**src/design/panel_link_serial_port_top_defines.svh**
```systemverilog
// assertion macros for the panel link serial port block
`ifndef PANEL_LINK_SERIAL_PORT_TOP_DEFINES_SVH
`define PANEL_LINK_SERIAL_PORT_TOP_DEFINES_SVH

`ifndef ASSERT_OFF
// property must hold at every clock edge outside reset
`define PLSP_ASSERT(lbl, prop, msg) \
	lbl: assert property (@(posedge clk) disable iff (!arst_n) (prop)) else $error(msg);
// condition must never be seen outside reset
`define PLSP_NEVER(lbl, cond, msg) \
	lbl: assert property (@(posedge clk) disable iff (!arst_n) !(cond)) else $error(msg);
`else
`define PLSP_ASSERT(lbl, prop, msg)
`define PLSP_NEVER(lbl, cond, msg)
`endif

`endif

```
**src/design/plsp_ram.sv**
```systemverilog
// generic single write port, single read port ram with registered read
module plsp_ram #(
	parameter int WIDTH = 8,
	parameter int DEPTH = 64,
	localparam int AW = (DEPTH > 1) ? $clog2(DEPTH) : 1
) (
	input  logic             clk,
	input  logic             wr_en,
	input  logic [AW-1:0]    wr_addr,
	input  logic [WIDTH-1:0] wr_data,
	input  logic             rd_en,
	input  logic [AW-1:0]    rd_addr,
	output logic [WIDTH-1:0] rd_data
);

	logic [WIDTH-1:0] mem_q [DEPTH];

	// write port
	always_ff @(posedge clk) begin
		if (wr_en) begin
			mem_q[wr_addr] <= wr_data;
		end
	end

	// registered read port, data holds between reads
	always_ff @(posedge clk) begin
		if (rd_en) begin
			rd_data <= mem_q[rd_addr];
		end
	end

endmodule

```
**config.mk**
```make
export PLATFORM = sky130hd
export DESIGN_NAME = plsp_ram
export DESIGN_NICKNAME = d
export VERILOG_FILES = /design/src/design/panel_link_serial_port_top_defines.svh /design/src/design/plsp_ram.sv
export SDC_FILE = /design/constraint.sdc
export NUM_CORES = 1
export LEC_CHECK = 0
export BUFFER_PORTS_ARGS = -buffer_cell sky130_fd_sc_hd__buf_2
export CORE_UTILIZATION = 60
export DETAILED_ROUTE_END_ITERATION = 12
export PLACE_DENSITY = 0.79
export SKIP_LAST_GASP = 1
export SLEW_MARGIN = 40
export SYNTH_ARGS = -nofsm -noshare
export SYNTH_HDL_FRONTEND = slang
export SYNTH_SLANG_ARGS = --single-unit
export TNS_END_PERCENT = 10
```
**constraint.sdc**
```tcl
create_clock -name clk -period 2.9 [get_ports clk]
set_clock_uncertainty 0.15 [all_clocks]
set_input_delay 0.725 -clock clk [delete_from_list [all_inputs] [get_ports clk]]
set_output_delay 0.725 -clock clk [all_outputs]
set_load 0.05 [all_outputs]
```
==> results_dict.tcl, run 1 <==
set metrics [dict create \
    clock_sinks 520 \
    power_density_nw_per_um2 669 \
    slew_violations 0 \
    pwr-share-comb_pct 5.5 \
    n_fill_cell 1897 \
    core_area_sq_um 32900 \
    crit_path_start "rd_addr[0]" \
    netlist_instances 940 \
    leakagePower_nw 7.67 \
    netSwitchingFraction_pct 20.7 \
    fmax_ghz 0.398 \
    vias 10600 \
    crit_type "in -> reg" \
    power.share.clock_pct 41.4 \
    hold_viol_final 0 \
    dp.final_hpwl_microns 28400 \
    worst_pin_slew_ns 0.770 \
    port_buffers 30 \
    yosysTopAreaCell "edfxtp_1" \
    ys_seq_area_share_pct 77.1 \
    vdd_ir_drop_max_mv 0.536 \
    crit_chain "clkbuf_8 -> buf_12 -> mux4_2 -> mux2_2 -> o221a_2 -> nor3_1 -> o32ai_1" \
    start_util_pct 61.6 \
    dp.cells 1502 \
    area_delta_synth_final_pct 16.2 \
    drt_iter0_drc 1366 \
    required_ns 3.05 \
    cts.clk_slew.worst_paths_ns 0.06 \
    final_common_cell "edfxtp_1" \
    rsz0062_at_grt "false" \
    hold_start "rd_en" \
    clockBufferDepth 3 \
    dpl_cell_area_sq_um 21900 \
    critPathCaptureType "flop" \
    power.internal_w 0.0125 \
    routed_via_density 6.61 \
    layout-drive-gt1-share_pct 32.8 \
    multiInputGateArea_sq_um 4320 \
    hold_class "in -> reg" \
    start_kind "primary input" \
    fin_crit_ns 2.51 \
    final_cell_mix "edfxtp_1 (520), buf_4 (131), mux4_2 (126), nor2_1 (83), clkbuf_16 (52)" \
    synth_edf_count 520 \
    nNetsFinal 1136 \
    wl_per_cell_microns 29.0 \
    synthFlopType "edfxtp_1" \
    syn_area_sq_um 20200 \
    synth_nets 963 \
    ctsHoldBuffers 0 \
    dieWidth_microns 186 \
    async_flop_share_pct 0 \
    final_cell_area_sq_um 23500 \
    antenna_left 0 \
    fin_util_pct 71.6 \
    io_pins 31 \
    ctsResizeCount 0 \
    antenna_found_initial 2 \
    slew_headroom_pct 48.1 \
    first_pass_iters 5 \
    cts-root-buf "clkbuf_16" \
    clk_latency_ns 0.58 \
    cts_setup_buffers 0 \
    seq_power_share_pct 53.1 \
    r2r_start "mem_q[28][4]" \
    p_sw_w 0.00325 \
    max_stage_delay_ns 0.55 \
    netlist.area_leader.share_pct 77.1 \
    gp_congestion 0.872 \
    htreeDepth 2 \
    overflow 0 \
    finalWirelength_microns 46300 \
    total_power_w 0.0157 \
    num_rows 66 \
    die_h_microns 186 \
    grt_max_degree 65 \
    ys_warn_count 0 \
    final_cells 1596 \
    cts_tree "built" \
    drc_errors 0 \
    synth_cell_types 39 \
    ys_ff_latch 520 \
    finalCritPeriodShare_pct 86.6 \
    grt_pass1_vias 10700 \
    crit_fanout 25 \
    cts_inserted_buffers 51 \
    fin_tns_setup_ns 0 \
    grt_pass1_wl_microns 68400 \
    crit_arrival_ns 2.66 \
    gr-usage-all-layers_pct 28.1 \
    setup_viol_count_final 0 \
    avgSynthCellArea_sq_um 21.5 \
    dieArea_sq_um 34500 \
    status "complete, no violations" \
    synth_area_leaders "edfxtp_1 (77%), mux4_2 (14%), nor2_1 (1.5%)" \
    crit_slowest_cell "mux4_2" \
    ff_latch_area_sq_um 15600 \
    maxCapViolCount 0 \
]
-- layout make-up --
cell class | instances | share of cell area [%]
tap | 442 | 2.35
timing repair buffer | 171 | 5.90
clock inverter | 30 | 1.28
multi-input combinational | 369 | 18.3
antenna | 1 | 0.0106
clock buffer | 63 | 5.71
sequential | 520 | 66.4
-- worst max-delay path, delay by kind of cell --
family,cells,cell delay [ns]
buffers and inverters,2,0.40
multiplexers,2,0.84
AO/OA/AOI/OAI,2,0.39
AND/OR/NAND/NOR,1,0.26
-- per-stage QoR --
step,hold WS [ns],worst slack (ns)
6_report,0.406,0.388
5_1_grt,0.396,0.337
4_1_cts,0.390,0.410
3_5_place_dp,0.760,-0.144
3_3_place_gp,0.723,-0.104
2_1_floorplan,0.647,0.219
-- Yosys cell counts (all sizes together) (7+ instances only) --
| cell type | number |
|---|---|
| mux2i | 23 |
| mux2 | 13 |
| nor3 | 7 |
| o221ai | 8 |
| nand3 | 13 |
| nor2 | 83 |
| nor2b | 14 |
| buf | 34 |
| o22ai | 8 |
| nand2 | 19 |
| mux4 | 126 |
| nand2b | 7 |
| edfxtp | 520 |
| clkbuf | 17 |
-- kinds of logic after synthesis --
family	Yosys count	share of synthesized area, %
AO/OA/AOI/OAI	54	2.06
buffers and inverters	51	1.56
flip-flops	520	77.1
multiplexers	162	15.9
AND/OR/NAND/NOR	153	3.37
-- power groups by stage --
stage | combinational [W] | sequential (W) | clock (W)
3_3_place_gp | 0.000828 | 0.00851 | 0
6_report | 0.000869 | 0.00836 | 0.00651
5_1_grt | 0.000911 | 0.00836 | 0.00685
3_5_place_dp | 0.000850 | 0.00852 | 0
4_1_cts | 0.000864 | 0.00836 | 0.00657
2_1_floorplan | 0.000444 | 0.00854 | 0
-- flip-flops by register name (all words and copies together) (netlist names) --
name     flops
rd_data      8
mem_q      512
-- worst paths after layout --
| path | end | slack, ns | depth (start not counted) |
|---|---|---|---|
| setup / recovery | rd_data[4] | 0.39 | 7 |
| hold / removal | rd_data[6] | 0.41 | 1 |
| setup reg to reg | rd_data[4] | 0.65 | 5 |
| hold reg to reg | rd_data[6] | 0.80 | 3 |
-- per-layer routing --
layer	vias to the layer above	part of all wire, %	GRT usage, %
li1	4290	-	-
met1	5452	37	38.9
met2	689	50	45.0
met3	119	9.8	5.56
met4	2	3.4	9.97
met5	-	0.028	0
No activity file was read; power rests on OpenSTA's default activity.
==> inputs of run 2 (changes only) <==
Settings changed: BUFFER_PORTS_ARGS -buffer_cell sky130_fd_sc_hd__buf_2 to -buffer_cell sky130_fd_sc_hd__clkbuf_2.
==> run 2 against run 1 <==
  * Wire length is 3.9% lower
  * Design area fell by 0.59%
  * Cell count fell by 0.38%
  * Count of clock-buffer cells in the layout rose by 2
  * Maximum frequency grew 0.69%
  * First-iteration DRC count decreased by 16%
  * Worst hold slack better by 0.013 ns
  * Global-route usage shrank 0.86 points
  * Register-to-register slack worse by 0.04 ns
  * Clock power shrank 6.5%
  * Critical path type unchanged
  * Largest cell class unchanged
  * Largest power group unchanged
==> results_dict.tcl, run 2 (synthesis gave the netlist of run 1 again) <==
set metrics [dict create \
    status "complete, no violations" \
    rsz0062_at_grt "false" \
    drt_iter0_drc 1142 \
    reg.largest.list "mem_q: 512 flops, rd_data: 8 flops" \
    vdd_ir_drop_max_mv 0.493 \
    cts_inserted_buffers 49 \
    worst_pin_slew_ns 0.749 \
    final_cell_mix "edfxtp_1 (520), buf_4 (130), mux4_2 (126), nor2_1 (83), clkbuf_16 (51)" \
    antenna_found_initial 1 \
    dieArea_sq_um 34500 \
    core_area_sq_um 32900 \
    maxCapViolCount 0 \
    leakagePower_nw 7.61 \
    power_density_nw_per_um2 655 \
    cts-root-buf "clkbuf_16" \
    critPathCaptureType "flop" \
    final_common_cell "edfxtp_1" \
    hold_viol_final 0 \
    worstRegToRegCells 5 \
    fmax_ghz 0.401 \
    routed_via_density 6.34 \
    required_ns 3.05 \
    htreeDepth 2 \
    dieWidth_microns 186 \
    io_pins 31 \
    slew_violations 0 \
    multiInputGateArea_sq_um 4320 \
    setup_viol_count_final 0 \
    crit_end "rd_data[4]" \
    cts.clk_slew.worst_paths_ns 0.07 \
    port_buffers 30 \
    cts_tree "built" \
    slew_headroom_pct 50.0 \
    largest_reg_flops 512 \
    r2r_slack_ns 0.61 \
    clk_latency_ns 0.56 \
    finalWirelength_microns 44500 \
    grt_pass1_wl_microns 66200 \
    area_delta_synth_final_pct 15.5 \
    ctsHoldBuffers 0 \
    hold_class "in -> reg" \
    n_fill_cell 1915 \
    r2r_start "mem_q[29][4]" \
    die_h_microns 186 \
    start_kind "primary input" \
    num_rows 66 \
    dpl_cell_area_sq_um 21900 \
    fin_crit_ns 2.49 \
    first_pass_iters 5 \
    regMostFlops "mem_q" \
    crit_fanout 10 \
    start_util_pct 61.6 \
    layout-drive-gt1-share_pct 32.7 \
    gr-usage-all-layers_pct 27.2 \
    grt_max_degree 65 \
    ctsResizeCount 0 \
    clockBufferDepth 3 \
    grt_pass1_vias 10500 \
    clock_sinks 520 \
    final_cell_area_sq_um 23400 \
    antenna_left 0 \
    wl_per_cell_microns 28.0 \
    crit_path_start "rd_addr[0]" \
    ff_latch_area_sq_um 15600 \
    nNetsFinal 1134 \
    vias 10100 \
    dp.cells 1502 \
    finalCritPeriodShare_pct 86.0 \
    drc_errors 0 \
    crit_arrival_ns 2.64 \
    overflow 0 \
    total_power_w 0.0153 \
    timing.rr.end "rd_data[4]" \
    crit_type "in -> reg" \
    cts_setup_buffers 0 \
    dp.final_hpwl_microns 28000 \
    final_cells 1590 \
    gp_congestion 0.875 \
]
-- run 2: how the worst min path moves through the flow --
| stage | from | end | slack, ns | depth (start not counted) |
|---|---|---|---|---|
| after detailed placement | mem_q[22][0] | rd_data[0] | 0.75 | 4 |
| after global routing | rd_en | rd_data[4] | 0.42 | 1 |
| after CTS | rd_en | rd_data[3] | 0.40 | 1 |
| after global placement | mem_q[22][0] | rd_data[0] | 0.75 | 4 |
| final | rd_en | rd_data[3] | 0.42 | 1 |
| after floorplan | mem_q[34][0] | rd_data[0] | 0.65 | 4 |
-- run 2: worst max-delay path, cell delays in order --
cell and delay [ns]:
clkbuf_8 0.20, buf_12 0.16, mux4_2 0.50, mux2_2 0.30, o221a_2 0.29, nor3_1 0.31, o32ai_1 0.14
-- run 2: stage by stage --
| stage | utilization (%) | hold slack (ns) | TNS, ns | setup WS (ns) |
|---|---|---|---|---|
| 2_1_floorplan | - | 0.647 | 0 | 0.219 |
| 3_3_place_gp | 66.5 | 0.747 | -0.527 | -0.187 |
| 3_5_place_dp | 66.5 | 0.752 | -0.870 | -0.187 |
| 4_1_cts | 71.1 | 0.402 | 0 | 0.410 |
| 5_1_grt | 71.1 | 0.417 | 0 | 0.364 |
| 6_report | 71.1 | 0.419 | 0 | 0.405 |
-- run 2: routing by layer --
layer | share of wire [%] | vias up | wire length, microns | GRT usage, %
met5 | 0 | - | 0 | 0
li1 | - | 4271 | - | -
met1 | 38 | 5224 | 17000 | 37.8
met4 | 3.4 | 0 | 1520 | 9.57
met2 | 50 | 495 | 22000 | 44.2
met3 | 8.9 | 93 | 3980 | 4.70
-- run 2: area by class of cell --
class / count / area share [%]
diodes: 1 / 0.0107
multi-input cells: 369 / 18.5
well taps: 442 / 2.37
repair buffers: 171 / 5.92
clock inverters: 22 / 0.771
clock buffers: 65 / 5.68
flip-flops and latches: 520 / 66.8
-- run 2: where the power goes --
part | switching [W] | internal [W] | total (W)
sequential | 0.0000257 | 0.00834 | 0.00836
combinational | 0.000515 | 0.000349 | 0.000864
clock | 0.00262 | 0.00347 | 0.00609
total | 0.00316 | 0.0122 | 0.0153
==> inputs of run 3 (changes only) <==
Settings changed: CELL_PAD_IN_SITES_DETAIL_PLACEMENT set to 1, CELL_PAD_IN_SITES_GLOBAL_PLACEMENT set to 2, CORE_UTILIZATION 60 to 50, CTS_CLUSTER_DIAMETER set to 60, PLACE_DENSITY 0.79 to 0.82.
==> run 3 against run 2 <==
  * Design area grew 1.8%
  * Combinational power is 6.1% higher
  * Wire length increased by 14%
  * Count of clock-buffer cells in the layout is 2 lower
  * Clock power is 12% higher
==> results_dict.tcl, run 3 (synthesis gave the netlist of run 1 again) <==
set metrics [dict create \
    cts-root-buf "clkbuf_16" \
    max_stage_delay_ns 0.68 \
    vias 10400 \
    num_rows 73 \
    critPathCaptureType "flop" \
    die_h_microns 203 \
    nNetsFinal 1148 \
    worst_pin_slew_ns 0.861 \
    clock_sinks 520 \
    crit_type "in -> reg" \
    routed_via_density 6.12 \
    required_ns 3.07 \
    start_kind "primary input" \
    drc_errors 0 \
    wl_per_cell_microns 30.0 \
    dieWidth_microns 203 \
    final_cell_mix "edfxtp_1 (520), buf_4 (136), mux4_2 (126), nor2_1 (83), clkbuf_16 (55)" \
    io_pins 31 \
    ctsHoldBuffers 0 \
    status "complete, no violations" \
    fmax_ghz 0.381 \
    cts_inserted_buffers 54 \
    largest_reg_flops 512 \
    grt_max_degree 65 \
    cts.clk_slew.worst_paths_ns 0.06 \
    hold_viol_final 0 \
    crit_fanout 18 \
    antenna_left 0 \
    grt_pass1_vias 10900 \
    crit_slowest_cell "a2111oi_1" \
    fin_util_pct 59.8 \
    fin_crit_ns 2.62 \
    clockBufferDepth 3 \
    use_met2_pct 41.2 \
    power_density_nw_per_um2 676 \
    vdd_ir_drop_max_mv 0.582 \
    gr-usage-all-layers_pct 25.6 \
    slew_headroom_pct 42.6 \
    cts_setup_buffers 0 \
    clk_latency_ns 0.60 \
    slew_violations 0 \
    dp.final_hpwl_microns 32900 \
    grt_util_met1_pct 35.8 \
    htreeDepth 2 \
    core_area_sq_um 39800 \
    final_common_cell "edfxtp_1" \
    crit_chain "clkbuf_8 -> buf_12 -> buf_4 -> mux4_2 -> a2111oi_1 -> o41ai_1" \
    grt_use_met3_pct 4.46 \
    gp_congestion 0.806 \
    ctsResizeCount 0 \
    n_fill_cell 3441 \
    maxCapViolCount 0 \
    top_usage_layer "met2" \
    reg.largest.list "mem_q: 512 flops, rd_data: 8 flops" \
    leakagePower_nw 7.77 \
    rsz0062_at_grt "false" \
    setup_viol_count_final 0 \
    hold_class "in -> reg" \
    cts_tree "built" \
    crit_arrival_ns 2.80 \
    overflow 0 \
    multiInputGateArea_sq_um 4320 \
    area_delta_synth_final_pct 17.6 \
    ff_latch_area_sq_um 15600 \
    finalWorstSetupSlack_ns 0.276 \
    regMostFlops "mem_q" \
    detailedPlace.worstSlack_ns -0.313 \
    start_util_pct 50.8 \
    first_pass_iters 5 \
    antenna_found_initial 2 \
    dieArea_sq_um 41300 \
    finalWirelength_microns 50900 \
    grt_pass1_wl_microns 75100 \
    port_buffers 30 \
    drt_iter0_drc 940 \
    finalCritPeriodShare_pct 90.5 \
    layout-drive-gt1-share_pct 33.7 \
]
==> run 3: cell count changes in the layout (fill, tap and decap cells not counted), moves of 2 or more <==
cell	change
buf_12	+2
clkinv_1	+8
buf_2	+2
clkbuf_2	-2
clkbuf_1	-6
bufinv_16	+3
clkbuf_16	+4
buf_4	+6
inv_8	+2
==> run 3: final cells by class <==
cell class,count,area share [%]
clock buffer,63,5.91
timing repair buffer,180,6.24
antenna,1,0.0105
tap,525,2.76
clock inverter,35,1.36
sequential,520,65.6
multi-input combinational,369,18.1
==> run 3: path summary, 6_finish.rpt <==
check	startpoint	end	slack (ns)	cells past startpoint
max reg2reg	mem_q[29][6]	rd_data[6]	0.59	6
max	rd_addr[0]	rd_data[5]	0.28	6
min reg2reg	mem_q[22][2]	rd_data[2]	0.80	4
min	rd_en	rd_data[0]	0.41	1
==> run 3: where the power goes <==
part,leakage (nW),total [W],switching (W),internal (W)
Combinational,2.24,0.000917,0.000551,0.000366
Clock,0.849,0.00681,0.00282,0.00399
Sequential,4.69,0.00836,0.0000257,0.00834
Total,7.77,0.0161,0.00340,0.0127
==> run 3: metrics by stage <==
| stage | instances | total power [W] | hold slack [ns] | TNS, ns | instance area, sq um |
|---|---|---|---|---|---|
| 4_1_cts | 1691 | 0.0162 | 0.388 | 0 | 23800 |
| 6_report | 1693 | 0.0161 | 0.410 | 0 | 23800 |
| 3_3_place_gp | 1593 | 0.00940 | 0.751 | -1.56 | 22100 |
| 3_5_place_dp | 1593 | 0.00943 | 0.783 | -1.57 | 22100 |
| 5_1_grt | 1693 | 0.0165 | 0.394 | 0 | 23800 |
| 2_1_floorplan | 940 | 0.00899 | 0.647 | 0 | 20200 |
==> run 3: per-layer routing <==
metal	vias up	routed length, microns
li1	4306	-
met1	5522	20700
met2	441	25300
met3	88	3420
met4	0	1470
met5	-	0
==> run 3: worst max-delay path: cells and delay by family <==
family / cells / cell delay, ns
muxes: 1 / 0.51
AOI/OAI and AO/OA: 2 / 0.82
buffers and inverters: 3 / 0.72
